$ cat src/assert_macros.svh
// assertion macros for the pool allocator rtl
// clocked on i_clk, disabled while i_rst_n is low
`ifndef ASSERT_MACROS_SVH
`define ASSERT_MACROS_SVH

// property that must hold at every clock edge out of reset
`define FBPA_ASSERT_ALWAYS(lbl, prop, msg) \
    lbl: assert property (@(posedge i_clk) disable iff (!i_rst_n) (prop)) else $error(msg);

// antecedent in one cycle implies consequent in the next
`define FBPA_ASSERT_NEXT(lbl, ante, cons, msg) \
    lbl: assert property (@(posedge i_clk) disable iff (!i_rst_n) (ante) |=> (cons)) \
        else $error(msg);

`endif

$ cat src/fbpa_pkg.sv
// types and constants of the fixed block pool allocator
// no dependencies
package fbpa_pkg;

    // field widths
    localparam int IDX_W   = 8;
    localparam int BYTES_W = 13;
    localparam int REQ_W   = 16;
    localparam int CNT_W   = 9;
    localparam int OFF_W   = 20;
    localparam int LINK_W  = IDX_W + 1;
    localparam int ACT_W   = 2;

    // largest pool the index field can address
    localparam int IDX_SPACE       = 1 << IDX_W;
    localparam int MAX_BLOCKS_DEF  = 256;

    // shift-add multiplier runs one multiplier bit per step
    localparam int MUL_STEPS = IDX_W;
    localparam int STEP_W    = $clog2(MUL_STEPS);

    // action codes
    localparam logic [ACT_W-1:0] ACT_ALLOC   = 2'd0;
    localparam logic [ACT_W-1:0] ACT_FREE    = 2'd1;
    localparam logic [ACT_W-1:0] ACT_REBUILD = 2'd2;

    // configuration register indexes
    localparam logic CFG_BLOCK_BYTES   = 1'b0;
    localparam logic CFG_BLOCKS_IN_USE = 1'b1;

    // configuration reset values
    localparam logic [BYTES_W-1:0] BLOCK_BYTES_RST   = 13'd64;
    localparam logic [CNT_W-1:0]   BLOCKS_IN_USE_RST = 9'd256;

    // request to the multiplier
    typedef struct packed {
        logic               start;
        logic [BYTES_W-1:0] mcand;
        logic [IDX_W-1:0]   mplier;
    } t_mul_req;

    // response from the multiplier
    typedef struct packed {
        logic             busy;
        logic             done;
        logic [OFF_W-1:0] product;
    } t_mul_rsp;

endpackage

$ cat src/fixed_block_pool_allocator_unit.sv
// allocate: link read and pop, then the shift-add multiply steps, then the result
// free and unused codes: straight to the result; rebuild: one link write per effective pool block
// one item at a time; input is ready only in idle, after the result moves to the output register
// a result waiting in the output register does not block the next input transfer
// synchronous active-low reset: list empty, block_bytes 64, blocks_in_use 256
// no clearing pass; link entries are valid only once written
module fixed_block_pool_allocator_unit
    import fbpa_pkg::*;
#(
    parameter int MAX_BLOCKS = MAX_BLOCKS_DEF
) (
    input  logic               i_clk,
    input  logic               i_rst_n,
    input  logic               i_in_valid,
    output logic               o_in_ready,
    input  logic [ACT_W-1:0]   i_action,
    input  logic [REQ_W-1:0]   i_request_bytes,
    input  logic [IDX_W-1:0]   i_release_index,
    output logic               o_out_valid,
    input  logic               i_out_ready,
    output logic               o_granted,
    output logic [IDX_W-1:0]   o_block_index,
    output logic [OFF_W-1:0]   o_block_offset,
    input  logic               i_cfg_valid,
    output logic               o_cfg_ready,
    input  logic               i_cfg_index,
    input  logic [BYTES_W-1:0] i_cfg_data
);

`include "assert_macros.svh"

    localparam int DEPTH = (MAX_BLOCKS < IDX_SPACE) ? MAX_BLOCKS : IDX_SPACE;
    localparam int AW    = $clog2(DEPTH);
    localparam logic [CNT_W-1:0] DEPTH_CNT = CNT_W'(DEPTH);

    typedef enum logic [4:0] {
        S_IDLE    = 5'b00001,
        S_POP     = 5'b00010,
        S_MUL     = 5'b00100,
        S_REBUILD = 5'b01000,
        S_DONE    = 5'b10000
    } t_state;

    t_state             r_state, n_state;
    logic [BYTES_W-1:0] r_block_bytes;
    logic [CNT_W-1:0]   r_blocks_in_use;
    logic               r_head_valid, n_head_valid;
    logic [IDX_W-1:0]   r_head_index, n_head_index;
    logic [CNT_W-1:0]   r_cnt, n_cnt;
    logic               r_res_granted, n_res_granted;
    logic [IDX_W-1:0]   r_res_index, n_res_index;
    logic [OFF_W-1:0]   r_res_offset, n_res_offset;
    logic               r_out_valid;
    logic               r_out_granted;
    logic [IDX_W-1:0]   r_out_index;
    logic [OFF_W-1:0]   r_out_offset;

    logic [LINK_W-1:0]  r_link_mem [DEPTH];
    logic [LINK_W-1:0]  r_rd;
    logic               w_we;
    logic [AW-1:0]      w_wa;
    logic [LINK_W-1:0]  w_wd;
    logic [AW-1:0]      w_ra;

    logic               w_in_xfer;
    logic [CNT_W-1:0]   w_usable;
    logic               w_grant;
    logic [LINK_W-1:0]  w_head_link;
    logic [LINK_W-1:0]  w_pop_link;
    logic [CNT_W-1:0]   w_prev;
    logic               w_rebuild_last;
    logic               w_out_free;
    t_mul_req           w_mul_req;
    t_mul_rsp           w_mul_rsp;

    assign o_in_ready  = (r_state == S_IDLE);
    assign o_cfg_ready = 1'b1;
    assign w_in_xfer   = i_in_valid && o_in_ready;
    assign w_out_free  = !r_out_valid || i_out_ready;

    // effective pool size
    assign w_usable = (r_blocks_in_use > DEPTH_CNT) ? DEPTH_CNT : r_blocks_in_use;

    // allocate qualification
    assign w_grant = (i_request_bytes != '0) && r_head_valid
                  && (i_request_bytes <= REQ_W'(r_block_bytes));

    // link value that points at the current head
    assign w_head_link = r_head_valid ? {1'b1, r_head_index} : '0;
    assign w_pop_link  = ({1'b0, r_head_index} < DEPTH_CNT) ? r_rd : '0;

    assign w_prev         = r_cnt - CNT_W'(1);
    assign w_rebuild_last = (r_cnt == w_usable - CNT_W'(1));

    // link memory port selection
    always_comb begin
        w_ra = r_head_index[AW-1:0];
        w_we = 1'b0;
        w_wa = i_release_index[AW-1:0];
        w_wd = w_head_link;
        if (r_state == S_REBUILD) begin
            w_we = 1'b1;
            w_wa = r_cnt[AW-1:0];
            w_wd = (r_cnt == '0) ? '0 : {1'b1, w_prev[IDX_W-1:0]};
        end else if (w_in_xfer && (i_action == ACT_FREE)
                     && ({1'b0, i_release_index} < w_usable)) begin
            w_we = 1'b1;
        end
    end

    // link memory, registered read
    always_ff @(posedge i_clk) begin
        if (w_we) begin
            r_link_mem[w_wa] <= w_wd;
        end
        r_rd <= r_link_mem[w_ra];
    end

    // multiplier request
    assign w_mul_req.start  = (r_state == S_POP);
    assign w_mul_req.mcand  = r_block_bytes;
    assign w_mul_req.mplier = r_res_index;

    fbpa_shift_add_mul u_mul (
        .i_clk   (i_clk),
        .i_rst_n (i_rst_n),
        .i_req   (w_mul_req),
        .o_rsp   (w_mul_rsp)
    );

    // sequencer
    always_comb begin
        n_state       = r_state;
        n_head_valid  = r_head_valid;
        n_head_index  = r_head_index;
        n_cnt         = r_cnt;
        n_res_granted = r_res_granted;
        n_res_index   = r_res_index;
        n_res_offset  = r_res_offset;
        case (r_state)
            S_IDLE: begin
                if (w_in_xfer) begin
                    n_res_granted = 1'b0;
                    n_res_index   = '0;
                    n_res_offset  = '0;
                    n_state       = S_DONE;
                    case (i_action)
                        ACT_ALLOC: begin
                            if (w_grant) begin
                                n_res_granted = 1'b1;
                                n_res_index   = r_head_index;
                                n_state       = S_POP;
                            end
                        end
                        ACT_FREE: begin
                            if ({1'b0, i_release_index} < w_usable) begin
                                n_head_index = i_release_index;
                                n_head_valid = 1'b1;
                            end
                        end
                        ACT_REBUILD: begin
                            n_head_valid = 1'b0;
                            n_head_index = '0;
                            n_cnt        = '0;
                            if (w_usable != '0) begin
                                n_state = S_REBUILD;
                            end
                        end
                        default: begin
                        end
                    endcase
                end
            end
            S_POP: begin
                if (w_pop_link[IDX_W]) begin
                    n_head_index = w_pop_link[IDX_W-1:0];
                end else begin
                    n_head_valid = 1'b0;
                    n_head_index = '0;
                end
                n_state = S_MUL;
            end
            S_MUL: begin
                if (w_mul_rsp.done) begin
                    n_res_offset = w_mul_rsp.product;
                    n_state      = S_DONE;
                end
            end
            S_REBUILD: begin
                n_cnt = r_cnt + CNT_W'(1);
                if (w_rebuild_last) begin
                    n_head_valid = 1'b1;
                    n_head_index = r_cnt[IDX_W-1:0];
                    n_state      = S_DONE;
                end
            end
            S_DONE: begin
                if (w_out_free) begin
                    n_state = S_IDLE;
                end
            end
            default: begin
                n_state = S_IDLE;
            end
        endcase
    end

    // control state and configuration registers
    always_ff @(posedge i_clk) begin
        if (!i_rst_n) begin
            r_state         <= S_IDLE;
            r_head_valid    <= 1'b0;
            r_head_index    <= '0;
            r_cnt           <= '0;
            r_block_bytes   <= BLOCK_BYTES_RST;
            r_blocks_in_use <= BLOCKS_IN_USE_RST;
            r_out_valid     <= 1'b0;
        end else begin
            r_state      <= n_state;
            r_head_valid <= n_head_valid;
            r_head_index <= n_head_index;
            r_cnt        <= n_cnt;
            if (i_cfg_valid && o_cfg_ready) begin
                case (i_cfg_index)
                    CFG_BLOCK_BYTES:   r_block_bytes   <= i_cfg_data;
                    CFG_BLOCKS_IN_USE: r_blocks_in_use <= i_cfg_data[CNT_W-1:0];
                    default: begin
                    end
                endcase
            end
            if ((r_state == S_DONE) && w_out_free) begin
                r_out_valid <= 1'b1;
            end else if (i_out_ready) begin
                r_out_valid <= 1'b0;
            end
        end
    end

    // result payload
    always_ff @(posedge i_clk) begin
        r_res_granted <= n_res_granted;
        r_res_index   <= n_res_index;
        r_res_offset  <= n_res_offset;
        if ((r_state == S_DONE) && w_out_free) begin
            r_out_granted <= r_res_granted;
            r_out_index   <= r_res_index;
            r_out_offset  <= r_res_offset;
        end
    end

    assign o_out_valid    = r_out_valid;
    assign o_granted      = r_out_granted;
    assign o_block_index  = r_out_index;
    assign o_block_offset = r_out_offset;

    // checks
    `FBPA_ASSERT_NEXT(a_deny_direct, w_in_xfer && (i_action == ACT_ALLOC) && !w_grant, (r_state == S_DONE) && !r_res_granted, "denied allocate did not go straight to result")
    `FBPA_ASSERT_ALWAYS(a_mul_done_in_mul, !w_mul_rsp.done || (r_state == S_MUL), "multiplier finished outside multiply state")
    `FBPA_ASSERT_NEXT(a_rebuild_head, (r_state == S_REBUILD) && w_rebuild_last, r_head_valid && (r_head_index == $past(r_cnt[IDX_W-1:0])), "rebuild left wrong head")
    `FBPA_ASSERT_ALWAYS(a_mul_idle_outside, w_mul_rsp.busy || (r_state != S_MUL) || w_mul_rsp.done || $past(r_state == S_POP), "multiply state without a running multiplier")

endmodule

$ cat src/fbpa_shift_add_mul.sv
// iterative shift-add multiplier for the block byte offset
// depends on fbpa_pkg; product is taken modulo 2^OFF_W
module fbpa_shift_add_mul
    import fbpa_pkg::*;
(
    input  logic     i_clk,
    input  logic     i_rst_n,
    input  t_mul_req i_req,
    output t_mul_rsp o_rsp
);

    logic [OFF_W-1:0]  r_acc,    n_acc;
    logic [OFF_W-1:0]  r_mcand,  n_mcand;
    logic [IDX_W-1:0]  r_mplier, n_mplier;
    logic [STEP_W-1:0] r_step,   n_step;
    logic              r_busy,   n_busy;
    logic              r_done,   n_done;

    // one add of the shifted multiplicand per step
    always_comb begin
        n_acc    = r_acc;
        n_mcand  = r_mcand;
        n_mplier = r_mplier;
        n_step   = r_step;
        n_busy   = r_busy;
        n_done   = 1'b0;
        if (i_req.start && !r_busy) begin
            n_acc    = '0;
            n_mcand  = OFF_W'(i_req.mcand);
            n_mplier = i_req.mplier;
            n_step   = '0;
            n_busy   = 1'b1;
        end else if (r_busy) begin
            n_acc    = r_acc + (r_mplier[0] ? r_mcand : '0);
            n_mcand  = {r_mcand[OFF_W-2:0], 1'b0};
            n_mplier = {1'b0, r_mplier[IDX_W-1:1]};
            n_step   = r_step + STEP_W'(1);
            if (r_step == STEP_W'(MUL_STEPS - 1)) begin
                n_busy = 1'b0;
                n_done = 1'b1;
            end
        end
    end

    // control state
    always_ff @(posedge i_clk) begin
        if (!i_rst_n) begin
            r_busy <= 1'b0;
            r_done <= 1'b0;
            r_step <= '0;
        end else begin
            r_busy <= n_busy;
            r_done <= n_done;
            r_step <= n_step;
        end
    end

    // datapath
    always_ff @(posedge i_clk) begin
        r_acc    <= n_acc;
        r_mcand  <= n_mcand;
        r_mplier <= n_mplier;
    end

    assign o_rsp.busy    = r_busy;
    assign o_rsp.done    = r_done;
    assign o_rsp.product = r_acc;

endmodule

$ cat config.mk
export PLATFORM = sky130hd
export DESIGN_NAME = fixed_block_pool_allocator_unit
export DESIGN_NICKNAME = d
export VERILOG_FILES = /design/src/fbpa_pkg.sv /design/src/fixed_block_pool_allocator_unit.sv /design/src/fbpa_shift_add_mul.sv
export VERILOG_INCLUDE_DIRS = /design/src /design/src/src
export SDC_FILE = /design/constraint.sdc
export NUM_CORES = 2
export LEC_CHECK = 0
export BUFFER_PORTS_ARGS = -buffer_cell sky130_fd_sc_hd__buf_2
export CAP_MARGIN = 10
export CORE_ASPECT_RATIO = 1.75
export CORE_UTILIZATION = 30
export CTS_CLUSTER_SIZE = 8
export DETAILED_ROUTE_END_ITERATION = 16
export SLEW_MARGIN = 5
export SYNTH_ARGS = -nofsm -noshare
export SYNTH_HDL_FRONTEND = slang
export SYNTH_SLANG_ARGS = --single-unit
$ cat constraint.sdc
create_clock -name i_clk -period 13.3 [get_ports i_clk]
set_input_delay 0.665 -clock i_clk [delete_from_list [all_inputs] [get_ports i_clk]]
set_output_delay 0.665 -clock i_clk [all_outputs]
set_load 0.01 [all_outputs]
==> flow_metrics.env <==
export IMPL_grt_pass1_wl_mm=359.1
export IMPL_dr_pass1_iters=8
export IMPL_clock_path_buffers=4
export IMPL_postLayoutCellArea_um2=112000
export IMPL_tightest_slew_ns=1.260
export IMPL_clk_pin_slew_worst_paths_ns=0.05
export IMPL_reg2reg_to="r_rd[6]"
export IMPL_vias=45940
export IMPL_drv_slew=0
export IMPL_cts_tree="built"
export IMPL_regToRegSetupSlack_ns=7.37
export IMPL_fin_crit_ns=5.934
export IMPL_drtAntennaViolNets=0
export IMPL_syn_avg_cell_area_um2=21.50
export IMPL_cts_max_level=5
export IMPL_die_w_um=432
export IMPL_numPortBuffers=75
export IMPL_die_area_um2=325900
export IMPL_critical_path_max_fanout=120
export IMPL_reg2regPathDepth=8
export IMPL_cts_sinks=2470
export IMPL_max_freq_mhz=168.5
export IMPL_clock_root_buffer="clkbuf_16"
export IMPL_drive_gt1_share_pct=26.98
export IMPL_synth_edf_count=2383
export IMPL_syn_nets=4606
export IMPL_leakage_nw=38.50
export IMPL_ctsResizeCount=0
export IMPL_grt_overflow_total=0
export IMPL_grt_antenna_before_repair=6
export IMPL_ys_seq_area_share_pct=75.51
export IMPL_fill_cells=29310
export IMPL_nNetsFinal=4858
export IMPL_synth_cells=4516
export IMPL_gp_congestion=0.8461
export IMPL_hold_path_class="primary input to flop"
export IMPL_clock_skew_ns=0.07077
export IMPL_track_usage_pct=15.08
export IMPL_drtIter0Drc=4008
export IMPL_finalPower_w=0.01695
export IMPL_route_detailed_wl_per_inst_um=27.10
export IMPL_clk_latency_ns=0.88
export IMPL_placed_area_um2=102600
export IMPL_min_from="i_cfg_data[11]"
export IMPL_ir_worst_vdd_uv=108.5
export IMPL_synth_warnings=0
export IMPL_cts_buffers_inserted=350
export IMPL_std_cell_rows=276
export IMPL_rsz0062_at_grt="no"
export IMPL_start_util_pct=30.13
export IMPL_synth_seq_cells=2470
export IMPL_power_density_nw_per_um2=151.3
export IMPL_cap_violations=0
export IMPL_die_y_um=754.5
export IMPL_worst_setup_path_start_kind="flop"
export IMPL_ys_types=66
export IMPL_holdPathEnd="r_block_bytes[11]"
export IMPL_grt_start_max_net_pins=169
export IMPL_cts_setup_buffers=0
export IMPL_whs_path_depth=3
export IMPL_dp_slack_ns=7.223
export IMPL_route_detailed_drc=0
export IMPL_netlist_area_um2=97070
export IMPL_setup_viol=0
export IMPL_cts_hold_buf=0
export IMPL_grt_pass1_vias=49030
export IMPL_crit_required_ns=14.00
export IMPL_hold_viol_final=0
export IMPL_vias_per_cell=5.011
export IMPL_cp_arrival_ns=6.63
export IMPL_dp_hpwl_mm=154.1
export IMPL_r2r_start="r_head_index[0]"
export IMPL_crit_path_end_kind="flop"
export IMPL_io_pins=77
export IMPL_critPathKind="flop to flop"
export IMPL_synthToLayoutAreaGrowth_pct=15.41
export IMPL_finalCritPeriodShare_pct=44.62
export IMPL_routed_wirelength_mm=248.4
export IMPL_status="finished clean"
export IMPL_synthFlopType="edfxtp_1"
export IMPL_slew_headroom_pct=15.71
export IMPL_fin_ws_ns=7.366
export IMPL_core_um2=322200
export IMPL_async_reset_ff_share_pct=0
## placed cells by master, fill, tap and decap left out, types with 8 or more instances in the layout
cell type  Yosys  layout
dfxtp_1       87      81
a21oi_1       24      23
nand2b_1      24      24
buf_4          6      73
nand2_1      165     152
a21boi_0      23      23
edfxtp_1    2383    2383
and3_1         8       8
nor2_1       293     292
nor3_1        11      11
nand2_2        0      12
ha_1          44      44
and2_1        54      54
o21ai_0       45      38
and4_1        11      11
buf_2         61      77
clkbuf_1     168      67
inv_1         29      29
a22oi_1       37      37
nor2b_1       10       9
nand3b_1       9       9
mux2_2        21      21
clkbuf_16      0     352
mux2i_1       86      86
xnor2_1       17      17
a222oi_1       8       8
nand3_1       17      17
a21o_1        15      14
mux4_2       720     720
a22o_1         8       8
xor2_1        20      20
## cells in the mapped netlist (all sizes together), types with 2 or more instances
library cell,n,area [µm²]
a21oi,25,128.9
a21o,15,112.6
and2,55,344.1
and3,8,50.05
mux2i,86,860.8
nand2b,24,150.1
a22oi,37,277.8
a22o,8,70.07
nand4,7,43.79
nand3b,9,67.56
a222oi,8,80.08
nand3,17,85.08
o22ai,3,18.77
or3,7,53.80
nor3,11,55.05
o211ai,7,52.55
nor3b,5,37.54
mux2,21,236.5
nor4,6,37.54
o2111ai,7,61.31
o21ai,48,244.0
xor2,20,175.2
nand2,165,619.3
xnor2,17,148.9
and4,11,96.34
or2,2,12.51
edfxtp,2383,71560
buf,89,462.9
ha,44,550.5
a31oi,4,25.02
mux4,720,16220
clkbuf,168,630.6
nor2,293,1100
o21a,6,45.04
a21boi,23,172.7
and3b,2,17.52
nor2b,10,62.56
o31ai,9,81.33
inv,29,108.9
a211oi,3,22.52
or4,2,15.01
dfxtp,87,1742
## state kept, by name, summed over array words and instances (netlist names), 3 cells and up
register and cells:
r_res_offset 20, o_block_offset 20, u_mul.r_mplier 8, u_mul.r_step 3, r_state 5, r_head_index 8
r_blocks_in_use 9, u_mul.r_acc 20, o_block_index 8, u_mul.r_mcand 20, r_block_bytes 13, r_link_mem 2304
r_res_index 8, r_cnt 9, r_rd 9
## cells by family after synthesis
family | count (synthesis) | share of synthesized area [%]
flops | 2470 | 75.51
mux | 827 | 17.84
simple gates | 638 | 2.971
buf+inv | 286 | 1.239
compound gates | 212 | 1.518
fa+ha+maj | 45 | 0.5878
xor+xnor | 37 | 0.3338
other cells | 1 | 0.003863
## layer usage
metal	share of wire (%)	global-route usage, %
met1	34	16.16
met2	56	28.61
met3	4.4	2.007
met4	5.2	7.503
met5	0.024	0
## where the power goes
part	leakage (nW)	switching [W]	internal, W
registers	27.2	0.0000518	0.00851
logic	6.74	0.000311	0.000182
clock network	4.57	0.00317	0.00473
## worst max-delay path: stages, from the launching register on
cell and delay, ns:
dfxtp_4 0.92, buf_12 0.78, buf_4 0.84, buf_12 0.69, mux4_2 0.61, mux4_2 0.46, mux2i_1 0.78, a22oi_1 0.15
and4_1 0.27
## metrics by stage
step	instances	hold WS [ns]	setup TNS [ns]	util [%]
global placement	8722	0.4098	0	31.84
detailed placement	8724	0.4072	0	31.84
floorplan	4516	0.4003	-392.01	-
global route	9165	0.09147	0	34.77
finish	9168	0.1206	0	34.77
CTS	9163	0.05925	0	34.76
## worst max path at each step
stage | from | slack, ns | cells after the start | endpoint
floorplan | r_state[4] | -0.26 | 6 | r_link_mem[0][4]
global placement | r_head_index[0] | 7.22 | 8 | r_rd[4]
detailed placement | r_head_index[0] | 7.22 | 8 | r_rd[6]
CTS | r_head_index[0] | 7.17 | 8 | r_rd[6]
global route | r_head_index[0] | 6.93 | 8 | r_rd[6]
finish | r_head_index[0] | 7.37 | 8 | r_rd[6]
## layout make-up
class / instances / area, µm² / share of cell area [%]
sequential: 2470 / 73320 / 65.45
antenna: 4 / 10.01 / 0.008935
timing repair buffer: 157 / 1069 / 0.9538
clock inverter: 20 / 352.8 / 0.3150
inverter: 29 / 108.9 / 0.09717
tap: 4309 / 5391 / 4.813
multi-input combinational: 1760 / 22710 / 20.28
clock buffer: 419 / 9060 / 8.087
Power figures use the tool's default switching activity.
